==> config.mk <==
export PLATFORM = sky130hd
export DESIGN_NAME = sm83_front
export DESIGN_NICKNAME = d
export VERILOG_FILES = /design/src/design/sm83_opcode_row0_execute_macros.svh /design/src/design/sm83_pkg.sv /design/src/design/sm83_front.sv
export SDC_FILE = /design/constraint.sdc
export NUM_CORES = 1
export LEC_CHECK = 0
export BUFFER_PORTS_ARGS = -buffer_cell sky130_fd_sc_hd__buf_2
export CORE_MARGIN = 2
export CORE_UTILIZATION = 45
export DETAILED_ROUTE_END_ITERATION = 8
export MAX_ROUTING_LAYER = met4
export PLACE_DENSITY = 0.7
export SKIP_LAST_GASP = 1
export SYNTH_ARGS = -nofsm -noshare
export SYNTH_HDL_FRONTEND = slang
export SYNTH_SLANG_ARGS = --single-unit
==> constraint.sdc <==
create_clock -name clk_i -period 3.7 [get_ports clk_i]
set_input_delay 0.185 -clock clk_i [delete_from_list [all_inputs] [get_ports clk_i]]
set_output_delay 0.185 -clock clk_i [all_outputs]
set_load 0.1 [all_outputs]
==> src/design/sm83_opcode_row0_execute_macros.svh <==
// assertion macros for the sm83 row 0 executor
`ifndef SM83_OPCODE_ROW0_EXECUTE_MACROS_SVH
`define SM83_OPCODE_ROW0_EXECUTE_MACROS_SVH

// same-cycle implication
`define SM83_ASSERT_IMP(label, ante, cons) \
  label: assert property (@(posedge clk_i) disable iff (!rst_ni) (ante) |-> (cons)) \
    else $error("sm83 same-cycle check failed");

// next-cycle implication
`define SM83_ASSERT_NXT(label, ante, cons) \
  label: assert property (@(posedge clk_i) disable iff (!rst_ni) (ante) |=> (cons)) \
    else $error("sm83 next-cycle check failed");

`endif

==> src/design/sm83_pkg.sv <==
// shared types and constants for the sm83 row 0 executor
package sm83_pkg;

  localparam int unsigned AddrBits  = 16;
  localparam int unsigned MemDepth  = 1 << AddrBits;
  localparam int unsigned QDepth    = 2;
  localparam int unsigned QPtrBits  = (QDepth > 1) ? $clog2(QDepth) : 1;
  localparam int unsigned QCntBits  = $clog2(QDepth + 1);

  localparam logic [15:0] SpReset = 16'hFFFE;

  localparam logic [4:0] Cyc4  = 5'd4;
  localparam logic [4:0] Cyc8  = 5'd8;
  localparam logic [4:0] Cyc12 = 5'd12;
  localparam logic [4:0] Cyc20 = 5'd20;

  typedef logic [AddrBits-1:0] addr_t;

  typedef enum logic [3:0] {
    OP_NOP          = 4'h0,
    OP_LD_BC_IMM16  = 4'h1,
    OP_LD_MBC_A     = 4'h2,
    OP_INCW_BC      = 4'h3,
    OP_INCR_B       = 4'h4,
    OP_DECR_B       = 4'h5,
    OP_LD_B_IMM     = 4'h6,
    OP_RLCA         = 4'h7,
    OP_LD_MA16_SP   = 4'h8,
    OP_ADDW_HL      = 4'h9,
    OP_LD_A_MBC     = 4'hA,
    OP_DECW_BC      = 4'hB,
    OP_INCR_C       = 4'hC,
    OP_DECR_C       = 4'hD,
    OP_LD_C_IMM     = 4'hE,
    OP_RRCA         = 4'hF
  } op_e;

  typedef enum logic [1:0] {
    BK_CLEAR,
    BK_RUN,
    BK_WR_HI,
    BK_RD_WAIT
  } bk_state_e;

  typedef struct packed {
    op_e        op;
    logic [7:0] lo;
    logic [7:0] hi;
    logic [4:0] cyc;
  } uop_t;

  typedef struct packed {
    logic valid;
    uop_t uop;
  } fq_t;

  typedef struct packed {
    logic pop;
    logic clearing;
  } bk_status_t;

endpackage

==> src/design/sm83_front.sv <==
// front end: request intake, opcode classification and the issue queue
module sm83_front (
  input  logic                    clk_i,
  input  logic                    rst_ni,
  input  logic                    in_valid_i,
  output logic                    in_stall_o,
  input  logic [3:0]              command_i,
  input  logic [7:0]              imm_lo_i,
  input  logic [7:0]              imm_hi_i,
  input  sm83_pkg::bk_status_t    status_i,
  output sm83_pkg::fq_t           fq_o
);

  sm83_pkg::uop_t                    dec_uop;
  sm83_pkg::uop_t                    q_mem_q [sm83_pkg::QDepth];
  logic [sm83_pkg::QPtrBits-1:0]     wr_ptr_q, wr_ptr_d;
  logic [sm83_pkg::QPtrBits-1:0]     rd_ptr_q, rd_ptr_d;
  logic [sm83_pkg::QCntBits-1:0]     cnt_q, cnt_d;
  logic                              full, push, pop;

  always_comb begin
    dec_uop.op = sm83_pkg::op_e'(command_i);
    dec_uop.lo = imm_lo_i;
    dec_uop.hi = imm_hi_i;
    case (dec_uop.op)
      sm83_pkg::OP_LD_BC_IMM16: dec_uop.cyc = sm83_pkg::Cyc12;
      sm83_pkg::OP_LD_MA16_SP:  dec_uop.cyc = sm83_pkg::Cyc20;
      sm83_pkg::OP_LD_MBC_A, sm83_pkg::OP_INCW_BC, sm83_pkg::OP_LD_B_IMM,
      sm83_pkg::OP_ADDW_HL, sm83_pkg::OP_LD_A_MBC, sm83_pkg::OP_DECW_BC,
      sm83_pkg::OP_LD_C_IMM:    dec_uop.cyc = sm83_pkg::Cyc8;
      default:                  dec_uop.cyc = sm83_pkg::Cyc4;
    endcase
  end

  assign full       = (cnt_q == sm83_pkg::QCntBits'(sm83_pkg::QDepth));
  assign in_stall_o = full | status_i.clearing;
  assign push       = in_valid_i & ~in_stall_o;
  assign pop        = status_i.pop;

  always_comb begin
    wr_ptr_d = wr_ptr_q;
    rd_ptr_d = rd_ptr_q;
    if (push) begin
      wr_ptr_d = (wr_ptr_q == sm83_pkg::QPtrBits'(sm83_pkg::QDepth - 1)) ? '0
                                                                        : wr_ptr_q + 1'b1;
    end
    if (pop) begin
      rd_ptr_d = (rd_ptr_q == sm83_pkg::QPtrBits'(sm83_pkg::QDepth - 1)) ? '0
                                                                        : rd_ptr_q + 1'b1;
    end
    cnt_d = cnt_q + sm83_pkg::QCntBits'(push) - sm83_pkg::QCntBits'(pop);
  end

  always_ff @(posedge clk_i or negedge rst_ni) begin
    if (!rst_ni) begin
      wr_ptr_q <= '0;
      rd_ptr_q <= '0;
      cnt_q    <= '0;
    end else begin
      wr_ptr_q <= wr_ptr_d;
      rd_ptr_q <= rd_ptr_d;
      cnt_q    <= cnt_d;
    end
  end

  always_ff @(posedge clk_i) begin
    if (push) begin
      q_mem_q[wr_ptr_q] <= dec_uop;
    end
  end

  assign fq_o.valid = (cnt_q != '0);
  assign fq_o.uop   = q_mem_q[rd_ptr_q];

endmodule

==> qor.tcl, run 1 <==
set qor(result_of_the_run) {complete, no violations}
set qor(post_cts.repair.setup_buffers) 0
set qor(grt_antenna_before_repair) 0
set qor(die-width_um) 70.9
set qor(firstDrtPassIters) 4
set qor(finalSetupViolCount) 0
set qor(critical_path.max_fanout) 18
set qor(timing_worst_setup_path_type) {flop to output port}
set qor(synth-seq-cells) 50
set qor(start_util_pct) 46.6
set qor(crit_path_end_kind) {output port}
set qor(dieHeight_um) 70.9
set qor(synth.distinct_cells) 19
set qor(multi_input_area_um2) 467
set qor(final.setup.tns_ns) 0
set qor(worst_reg2reg_path_startpoint) {cnt_q[1]}
set qor(clock_path_buffers) 2
set qor(wire_length_of_the_first_global_routing_pass_um) 4660
set qor(final-seq-area_mm2) 0.00148
set qor(placementRows) 24
set qor(max_slew.worst_pin.slew_ns) 1.15
set qor(routed_wl_um) 2900
set qor(layout_min_cycle_time_ns) 2.46
set qor(grt.overflow.total) 0
set qor(vias) 959
set qor(vias_per_cell) 4.68
set qor(fp.coreArea_mm2) 0.00432
set qor(syn-mean-instance-area_um2) 20.5
set qor(tritoncts) {done}
set qor(dieArea_mm2) 0.00502
set qor(cp.required_ns) 3.51
set qor(hp-class) {input port to flop}
set qor(cts_root_buf) {sky130_fd_sc_hd__clkbuf_8}
set qor(detailed_place_hpwl_um) 2020
set qor(cts.sinks) 50
set qor(critical_path.startpoint_type) {flop}
set qor(insertedDiodeCount) 0
set qor(fmaxAchievable_ghz) 0.407
set qor(finalCritPeriodShare_pct) 66.5
set qor(largest_net_degree_at_the_start_of_global_routing) 24
set qor(drive_above_1_share_pct) 54.9
set qor(slew_viol_final) 0
set qor(gate_count_post_synth) 98
set qor(gr-usage-all-layers_pct) 12.8
set qor(worstSkewPairLatency_ns) 0.29
set qor(cap_viol_max_count) 0
set qor(route.detailed.drc) 0
set qor(synth-warning-count) 0
set qor(cts_resized) 0
set qor(fin_nets) 179
set qor(io-pin-count) 52
set qor(reg2regPathDepth) 3
set qor(synth_area_mm2) 0.00201
set qor(cts_h_tree_lvls) 2
set qor(wl_per_cell_um) 14.2
set qor(globalplace.congestion) 0.695
set qor(worst_clock_skew_ns) 0.00668
set qor(final-hold-violation-count) 0
set qor(synth_sequential_area_ratio_pct) 73.6
set qor(nFillCells) 375
set qor(cts-buffers-inserted) 5
set qor(clk_pin_slew_worst_paths_ns) 0.09
set qor(area_growth_syn_to_layout_pct) 19.0
set qor(drt_iter0_markers) 66
set qor(grt_pass1_vias) 1016
set qor(startpoint) {rd_ptr_q}
set qor(arrival_ns) 2.27
set qor(holdBufCountCts) 1
set qor(port_buffers) 49
set qor(grt_setup_unrepaired) {no}
set qor(maxSlewHeadroom_pct) 23.0
set qor(whs_path_depth) 1
set qor(antenna_violating_nets_post_route) 0
set qor(min_from) {imm_hi_i[7]}
-- registers in the layout (all words and copies together), names as in the netlist --
register / cells
rd_ptr_q: 1
wr_ptr_q: 1
q_mem_q: 46
cnt_q: 2
-- layout make-up --
type,instances,area share (%)
Timing Repair Buffer,51,11.0
Clock buffer,5,2.87
Sequential cell,50,61.8
Tap cell,52,2.72
Multi-Input combinational cell,42,19.5
Inverter,2,0.313
Clock inverter,3,1.83
-- metal layers --
layer | routed length [µm] | global-route usage [%] | share of wire, % | vias up
met5 | 0 | - | 0 | -
met4 | 28 | 5.03 | 0.96 | 0
met3 | 190 | 5.41 | 6.5 | 2
met2 | 1460 | 20.9 | 50 | 38
met1 | 1230 | 14.0 | 42 | 450
li1 | - | - | - | 469
-- final timing paths --
kind,to,slack (ns)
min,q_mem_q[0][12],0.08
max reg2reg,q_mem_q[0][15],1.68
min in group asynchronous,cnt_q[0],0.22
max in group asynchronous,rd_ptr_q,3.36
min reg2reg,wr_ptr_q,0.52
max,fq_o[7],1.24
-- cells in the mapped netlist --
cell type	instances	area, µm²
sky130_fd_sc_hd__ha_1	2	25.0
sky130_fd_sc_hd__edfxtp_1	46	1380
sky130_fd_sc_hd__nor4b_1	1	8.76
sky130_fd_sc_hd__xnor2_1	3	26.3
sky130_fd_sc_hd__dfrtp_1	4	100
sky130_fd_sc_hd__or2_2	1	6.26
sky130_fd_sc_hd__buf_4	2	15.0
sky130_fd_sc_hd__a21o_1	1	7.51
sky130_fd_sc_hd__buf_6	1	11.3
sky130_fd_sc_hd__conb_1	1	3.75
sky130_fd_sc_hd__mux2_4	19	285
sky130_fd_sc_hd__buf_12	2	40.0
sky130_fd_sc_hd__a21oi_1	2	10.0
sky130_fd_sc_hd__mux2_2	4	45.0
sky130_fd_sc_hd__nor2_1	3	11.3
sky130_fd_sc_hd__xor2_1	1	8.76
sky130_fd_sc_hd__inv_1	2	7.51
sky130_fd_sc_hd__nand2b_1	2	12.5
sky130_fd_sc_hd__nand3b_1	1	7.51
-- kinds of logic (layout without fill, tap and decap cells) --
logic type | count (synthesis) | after routing | share of synthesized area [%]
compound gates | 3 | 3 | 0.870
xor+xnor | 4 | 4 | 1.74
fa+ha+maj | 2 | 2 | 1.24
flops | 50 | 50 | 73.6
buf+inv | 7 | 61 | 3.67
other cells | 1 | 2 | 0.186
simple gates | 8 | 8 | 2.30
mux | 23 | 23 | 16.4
-- layout by cell type, fill, tap and decap left out --
master and count:
sky130_fd_sc_hd__buf_2 49, sky130_fd_sc_hd__edfxtp_1 46, sky130_fd_sc_hd__mux2_4 19, sky130_fd_sc_hd__clkbuf_8 5, sky130_fd_sc_hd__mux2_2 4, sky130_fd_sc_hd__dfrtp_1 4, sky130_fd_sc_hd__xnor2_1 3, sky130_fd_sc_hd__a21oi_1 2
sky130_fd_sc_hd__nand2b_1 2, sky130_fd_sc_hd__inv_1 2, sky130_fd_sc_hd__nor2_2 2, sky130_fd_sc_hd__ha_1 2, sky130_fd_sc_hd__conb_1 2, sky130_fd_sc_hd__nor2_1 1, sky130_fd_sc_hd__a21o_1 1, sky130_fd_sc_hd__nand3b_1 1
sky130_fd_sc_hd__nor4b_1 1, sky130_fd_sc_hd__or2_2 1, sky130_fd_sc_hd__xor2_1 1, sky130_fd_sc_hd__inv_6 1, sky130_fd_sc_hd__clkinv_2 1, sky130_fd_sc_hd__bufinv_16 1, sky130_fd_sc_hd__dlygate4sd3_1 1, sky130_fd_sc_hd__buf_4 1
-- critical path, stage by stage (launching register included) --
cell                      delay, ns
sky130_fd_sc_hd__dfrtp_1       1.01
sky130_fd_sc_hd__buf_4         0.32
sky130_fd_sc_hd__mux2_2        0.35
sky130_fd_sc_hd__buf_2         0.29
-- metrics by stage --
step           instance area, µm²  hold WS [ns]  utilization (%)  std cells  worst slack, ns
2_1_floorplan                2020        -0.111                -         99             1.67
3_3_place_gp                 2270      -0.00369             52.6        196             1.58
3_5_place_dp                 2270      0.000424             52.6        196             1.52
4_1_cts                      2400        0.0705             55.4        205             1.19
5_1_grt                      2400        0.0499             55.4        205             1.13
6_report                     2400        0.0844             55.4        205             1.24
Power of run 1 is not shown: default switching activity piles up to over one toggle a cycle in this logic, so the estimate is an artifact.
==> run 2: changes to the inputs <==
Settings changed: PLACE_DENSITY 0.7 to 0.72.
Clock period 3.7 ns to 2 ns, I/O delays scaled along.
==> run 2 against run 1 <==
Flip-flop and latch count stayed put. Wire length increased by 11%. Critical path depth is 4 higher. Die area unchanged.
==> qor.tcl, run 2 (synthesis gave the netlist of run 1 again) <==
set qor(result_of_the_run) {complete, no violations}
set qor(cts-buffers-inserted) 5 ;# unchanged
set qor(layout_min_cycle_time_ns) 1.65
set qor(cts_root_buf) {sky130_fd_sc_hd__clkbuf_8}
set qor(layout_commonest_cell) {sky130_fd_sc_hd__edfxtp_1}
set qor(reg.largest.list) {q_mem_q (46), cnt_q (2)}
set qor(clk_pin_slew_worst_paths_ns) 0.08 ;# about the same
set qor(insertedDiodeCount) 0 ;# unchanged
set qor(post_placement_worst_setup_slack_ns) 0.359 ;# -1.16 ns
set qor(wire_length_of_the_first_global_routing_pass_um) 5260 ;# +13%
set qor(hold_end) {q_mem_q[0][6]}
set qor(critical_path.max_fanout) 4 ;# -14
set qor(slew_viol_final) 0 ;# unchanged
set qor(flip_flop_count_of_the_largest_register_all_copies_and_words_added) 46 ;# unchanged
set qor(finalSetupViolCount) 0 ;# unchanged
set qor(dieHeight_um) 70.9 ;# unchanged
set qor(holdBufCountCts) 17 ;# +16
set qor(wl_per_cell_um) 14.3 ;# +0.93%
set qor(grt.overflow.total) 0 ;# unchanged
set qor(cap_viol_max_count) 0 ;# unchanged
set qor(grt_pass1_vias) 1147 ;# +13%
set qor(worst_reg2reg_path_startpoint) {cnt_q[1]}
set qor(fp.coreArea_mm2) 0.00432 ;# unchanged
set qor(arrival_ns) 1.87 ;# -0.40 ns
set qor(grt_setup_unrepaired) {no}
set qor(detailed_place_hpwl_um) 2280 ;# +13%
set qor(largest_register_by_flop_count) {q_mem_q}
set qor(dpl-instance-area_mm2) 0.00265 ;# +17%
set qor(grt_antenna_before_repair) 0 ;# unchanged
set qor(hp-class) {input port to flop}
set qor(finalCritPeriodShare_pct) 82.6
set qor(fin_worst_hold_slack_ns) 0.0212 ;# -0.0632 ns
set qor(dieArea_mm2) 0.00502 ;# unchanged
set qor(clock_path_buffers) 2 ;# unchanged
set qor(worstSkewPairLatency_ns) 0.29 ;# about the same
set qor(post_cts.repair.setup_buffers) 0 ;# unchanged
set qor(cp_slowest_cell) {sky130_fd_sc_hd__dfrtp_1}
set qor(gr-usage-all-layers_pct) 14.3 ;# +1.5 points
set qor(worst_slack_ns) 0.348 ;# -0.894 ns
set qor(cp.required_ns) 2.21 ;# -1.30 ns
set qor(largest_net_degree_at_the_start_of_global_routing) 24 ;# unchanged
set qor(globalplace.congestion) 0.714 ;# +2.7%
set qor(timing_worst_setup_path_type) {flop to flop}
set qor(critical_path.max_stage_delay_ns) 0.41 ;# -0.60 ns
set qor(path_cells) {nand2b_1 -> nand3b_1 -> ha_1 -> inv_1 -> ha_1 -> xnor2_1 -> xnor2_1}
set qor(cts.sinks) 50 ;# unchanged
set qor(r2r-end) {cnt_q[1]}
set qor(post-route-util_pct) 67.2 ;# +12 points
set qor(io-pin-count) 52 ;# unchanged
set qor(min_from) {imm_hi_i[1]}
set qor(port_buffers) 49 ;# unchanged
set qor(tritoncts) {done}
set qor(area_growth_syn_to_layout_pct) 44.3
set qor(crit_path_end_kind) {flop}
set qor(vias) 1064 ;# +11%
set qor(start_util_pct) 46.6 ;# unchanged
set qor(placementRows) 24 ;# unchanged
set qor(firstDrtPassIters) 4 ;# unchanged
set qor(antenna_violating_nets_post_route) 0 ;# unchanged
set qor(drive_above_1_share_pct) 50.3 ;# -4.6 points
set qor(worst-r2r-setup-slack_ns) 0.35 ;# -1.33 ns
set qor(fmaxAchievable_ghz) 0.605
set qor(fin_nets) 199 ;# +11%
set qor(routed_wl_um) 3220 ;# +11%
set qor(cts_resized) 0 ;# unchanged
set qor(final_cell_mix) {46 x sky130_fd_sc_hd__edfxtp_1, 26 x sky130_fd_sc_hd__buf_2, 23 x sky130_fd_sc_hd__buf_12, 19 x sky130_fd_sc_hd__mux2_4, 17 x sky130_fd_sc_hd__dlygate4sd3_1}
set qor(worst_clock_skew_ns) 0.00171 ;# -0.00497 ns
set qor(route.detailed.drc) 0 ;# unchanged
set qor(post-route-cell-area_mm2) 0.00290 ;# +21%
set qor(vias_per_cell) 4.73 ;# +1.1%
set qor(critical_path.startpoint_type) {flop}
set qor(reg2regPathDepth) 7 ;# +4
set qor(whs_path_depth) 1 ;# unchanged
set qor(final-hold-violation-count) 0 ;# unchanged
set qor(nFillCells) 306 ;# -18%
set qor(cts_h_tree_lvls) 2 ;# unchanged
set qor(drt_iter0_markers) 53 ;# -20%
set qor(die-width_um) 70.9 ;# unchanged
## run 2: how the worst max path moves through the flow
stage	startpoint	endpoint
after floorplan	cnt_q[1]	q_mem_q[0][10]
after global routing	cnt_q[1]	cnt_q[1]
after CTS	cnt_q[1]	cnt_q[1]
after detailed placement	cnt_q[1]	cnt_q[1]
final	cnt_q[1]	cnt_q[1]
after global placement	cnt_q[1]	cnt_q[1]
## run 2: area by class of cell
type	count	area [µm²]	share of cell area, %
Clock buffer	5	68.8	2.37
Clock inverter	3	16.3	0.560
Inverter	2	7.51	0.259
Multi-Input combinational cell	42	467	16.1
Sequential cell	50	1480	51.0
Tap cell	52	65.1	2.24
Timing Repair Buffer	71	798	27.5
## run 2: per-stage QoR
step	TNS, ns	cells
after global routing	0	225
after detailed placement	0	200
after global placement	0	200
after floorplan	-1.51	99
final	0	225
after CTS	0	225
## run 2: metal layers
layer,global-route usage [%],share of wire [%],vias to the layer above,wire (µm)
li1,-,-,511,-
met1,18.2,43,506,1400
met2,22.2,49,45,1590
met3,4.42,6.5,2,208
met4,4.40,0.65,0,21
met5,-,0,-,0
## run 2: worst max-delay path: cells and delay by family (launching register included)
kind	cells	cell delay (ns)
AND/OR/NAND/NOR	2	0.30
buffers and inverters	1	0.04
adder cells (fa/ha/maj)	2	0.51
XOR/XNOR	2	0.31
flip-flops	1	0.41
Power of run 2 is left out for the same reason.
==> run 3: changes to the inputs <==
Settings changed: ABC_AREA set to 1.
Clock period 2 ns to 1.4 ns, I/O delays scaled along.
==> run 3 against run 2 <==
The run now ends with negative setup slack left. Cell count rose by 31%. Sequential share of layout area down 6.5 points. Count of clock-buffer cells in the layout is the same. Register-to-register slack lost 0.42 ns. Hold slack worse by 0.0079 ns. Flip-flop and latch count stayed put. Synthesized cell count up 60%. Critical path depth is 4 lower. First-iteration DRC count is 43% higher. Cell area is 15% higher. Wire length up 29%. Largest cell class unchanged.
==> qor.tcl, run 3 <==
set qor(final-hold-violation-count) 0 ;# unchanged
set qor(worst_clock_skew_ns) 0.00497 ;# +0.00327 ns
set qor(dominantRegCellSynth) {sky130_fd_sc_hd__edfxtp_1}
set qor(reg.largest.list) {q_mem_q (46), cnt_q (2)}
set qor(route.detailed.drc) 0 ;# unchanged
set qor(critical_path.startpoint_type) {flop}
set qor(crit_path_end_kind) {output port}
set qor(hp-class) {input port to flop}
set qor(reg2regPathDepth) 6 ;# -1
set qor(synth_sequential_area_ratio_pct) 73.4 ;# -0.18 points
set qor(worst_reg2reg_path_startpoint) {cnt_q[0]}
set qor(synth_edf_count) 46 ;# unchanged
set qor(tritoncts) {done}
set qor(cts-buffers-inserted) 5 ;# unchanged
set qor(post-route-util_pct) 77.0 ;# +9.9 points
set qor(synth-warning-count) 0 ;# unchanged
set qor(gate_count_post_synth) 157 ;# +60%
set qor(largest_net_degree_at_the_start_of_global_routing) 31 ;# +29%
set qor(vias) 1410 ;# +33%
set qor(dieHeight_um) 71.0 ;# +0.12%
set qor(antenna_violating_nets_post_route) 0 ;# unchanged
set qor(insertedDiodeCount) 0 ;# unchanged
set qor(fmaxAchievable_ghz) 0.681
set qor(post-route-cell-area_mm2) 0.00333 ;# +15%
set qor(timing.critical_path.to) {fq_o[16]}
set qor(nFillCells) 245 ;# -20%
set qor(ys_top_cells_by_count) {46 x sky130_fd_sc_hd__edfxtp_1, 34 x sky130_fd_sc_hd__nand2_1, 31 x sky130_fd_sc_hd__inv_1}
set qor(cp.required_ns) 1.33 ;# -0.88 ns
set qor(cap_viol_max_count) 0 ;# unchanged
set qor(port_buffers) 49 ;# unchanged
set qor(grt_pass1_vias) 1319 ;# +15%
set qor(critical_path.max_fanout) 17 ;# +13
set qor(globalplace.congestion) 0.872 ;# +22%
set qor(fin_nets) 268 ;# +35%
set qor(layout_commonest_cell) {sky130_fd_sc_hd__edfxtp_1}
set qor(cts_h_tree_lvls) 2 ;# unchanged
set qor(die-width_um) 71.0 ;# +0.12%
set qor(synth_area_mm2) 0.00202 ;# +0.25%
set qor(timing_worst_setup_path_type) {flop to output port}
set qor(synth.distinct_cells) 17 ;# -2
set qor(cts.sinks) 50 ;# unchanged
set qor(clock_path_buffers) 2 ;# unchanged
set qor(fp.coreArea_mm2) 0.00432 ;# unchanged
set qor(synth_top_cell_by_area) {sky130_fd_sc_hd__edfxtp_1}
set qor(start_util_pct) 46.7 ;# +0.12 points
set qor(placementRows) 24 ;# unchanged
set qor(detailed_place_hpwl_um) 2470 ;# +8.2%
set qor(wl_per_cell_um) 14.1 ;# -1.1%
set qor(largest_register_by_flop_count) {q_mem_q}
set qor(result_of_the_run) {finished with violations}
set qor(grt_setup_unrepaired) {yes}
set qor(flip_flop_count_of_the_largest_register_all_copies_and_words_added) 46 ;# unchanged
set qor(drt_iter0_markers) 76 ;# +43%
set qor(clk_pin_slew_worst_paths_ns) 0.09 ;# about the same
set qor(failed_checks) {negative setup slack}
set qor(r2r-end) {q_mem_q[1][4]}
set qor(slew_viol_final) 0 ;# unchanged
set qor(dpl-instance-area_mm2) 0.00282 ;# +6.5%
set qor(wire_length_of_the_first_global_routing_pass_um) 5930 ;# +13%
set qor(arrival_ns) 1.40 ;# -0.47 ns
set qor(worst_slack_ns) -0.0694 ;# -0.417 ns
set qor(post_placement_worst_setup_slack_ns) 0.0287 ;# -0.330 ns
set qor(vias_per_cell) 4.80 ;# +1.4%
set qor(synth_most_common_cell) {sky130_fd_sc_hd__edfxtp_1}
set qor(whs_path_depth) 1 ;# unchanged
set qor(netlist.area_leader.share_pct) 68.4 ;# -0.17 points
set qor(io-pin-count) 52 ;# unchanged
set qor(worst-r2r-setup-slack_ns) -0.07 ;# -0.42 ns
set qor(gr-usage-all-layers_pct) 15.6 ;# +1.3 points
set qor(firstDrtPassIters) 4 ;# unchanged
set qor(area_growth_syn_to_layout_pct) 65.0
set qor(finalCritPeriodShare_pct) 105
set qor(synthTopCellsByArea) {sky130_fd_sc_hd__edfxtp_1 68%, sky130_fd_sc_hd__nand2_1 6.3%, sky130_fd_sc_hd__inv_1 5.8%}
set qor(final-instance-count-excl-fill) 294 ;# +31%
set qor(worstSkewPairLatency_ns) 0.30 ;# about the same
set qor(final_cell_mix) {46 x sky130_fd_sc_hd__edfxtp_1, 33 x sky130_fd_sc_hd__nand2_1, 29 x sky130_fd_sc_hd__inv_1, 28 x sky130_fd_sc_hd__buf_12, 25 x sky130_fd_sc_hd__buf_2}
set qor(layout_min_cycle_time_ns) 1.47
set qor(routed_wl_um) 4160 ;# +29%
set qor(drive_above_1_share_pct) 40.5 ;# -9.8 points
set qor(synth-seq-cells) 50 ;# unchanged
set qor(synth-async-reset-ratio_pct) 8.00 ;# unchanged
set qor(dieArea_mm2) 0.00504 ;# +0.24%
set qor(finalSetupViolCount) 46 ;# +46
set qor(grt.overflow.total) 0 ;# unchanged
set qor(startpoint) {rd_ptr_q}
set qor(syn-mean-instance-area_um2) 12.9 ;# -37%
set qor(placed_cells_incl_taps) 258 ;# +29%
set qor(grt_antenna_before_repair) 0 ;# unchanged
set qor(cts_root_buf) {sky130_fd_sc_hd__clkbuf_8}
[run 3: changes by cell type in the layout (fill, tap and decap cells not counted), moves of 5 or more]
| cell | previous run | this run |
|---|---|---|
| sky130_fd_sc_hd__inv_1 | 2 | 29 |
| sky130_fd_sc_hd__mux2_4 | 19 | 0 |
| sky130_fd_sc_hd__o21ai_4 | 0 | 17 |
| sky130_fd_sc_hd__buf_12 | 23 | 28 |
| sky130_fd_sc_hd__o21ai_2 | 0 | 6 |
| sky130_fd_sc_hd__nand2_1 | 0 | 33 |
[run 3: per-stage QoR]
step	hold WS [ns]	TNS, ns
4_1_cts	0.00173	-0.423
3_3_place_gp	-0.117	0
2_1_floorplan	-0.226	-1.78
5_1_grt	0.00246	-4.67
3_5_place_dp	-0.117	0
6_report	0.0133	-1.69
[run 3: what timing repair did]
item | CTS | global route
cloned | 0 | 5
hold endpoints to repair | 43 | 0
gates resized for setup | 4 | 14
pin swaps | 0 | 5
buffers inserted | 0 | 2
hold buffers | 21 | 0
endpoints found under the setup margin | 21 | 48
[run 3: critical path: stages, from the launching register on]
cell and delay, ns:
sky130_fd_sc_hd__dfrtp_2 0.49, sky130_fd_sc_hd__buf_12 0.18, sky130_fd_sc_hd__o21ai_2 0.22, sky130_fd_sc_hd__buf_12 0.20
[run 3: cell type report]
cell class | instances | area (µm²) | area share (%)
clock inverters | 3 | 16.3 | 0.488
inverters | 31 | 120 | 3.61
clock buffers | 5 | 68.8 | 2.07
well taps | 52 | 65.1 | 1.95
multi-input cells | 70 | 551 | 16.5
flip-flops and latches | 50 | 1480 | 44.5
repair buffers | 83 | 1030 | 30.8
[run 3: worst min-delay path by stage]
stage	startpoint	endpoint	slack, ns
4_1_cts	command_i[1]	q_mem_q[0][22]	0.002
3_5_place_dp	rst_ni	cnt_q[1]	-0.12
5_1_grt	command_i[1]	q_mem_q[1][22]	0.002
2_1_floorplan	rst_ni	cnt_q[0]	-0.23
6_report	command_i[1]	q_mem_q[0][22]	0.01
3_3_place_gp	rst_ni	cnt_q[1]	-0.12
[run 3: cell families (layout without fill, tap and decap cells)]
kind of cell | after synthesis | count (layout) | synth area share, %
xor+xnor | 1 | 1 | 0.434
other cells | 1 | 2 | 0.186
compound gates | 25 | 25 | 8.06
flops | 50 | 50 | 73.4
fa+ha+maj | 2 | 2 | 1.24
buf+inv | 38 | 122 | 8.99
simple gates | 40 | 40 | 7.69
[run 3: per-layer routing]
layer  track usage [%]  part of all wire (%)
met5                 -                     0
met4              3.56                   2.2
met3              4.13                   4.3
met2              27.6                    55
met1              17.8                    39
Power of run 3 is left out for the same reason.
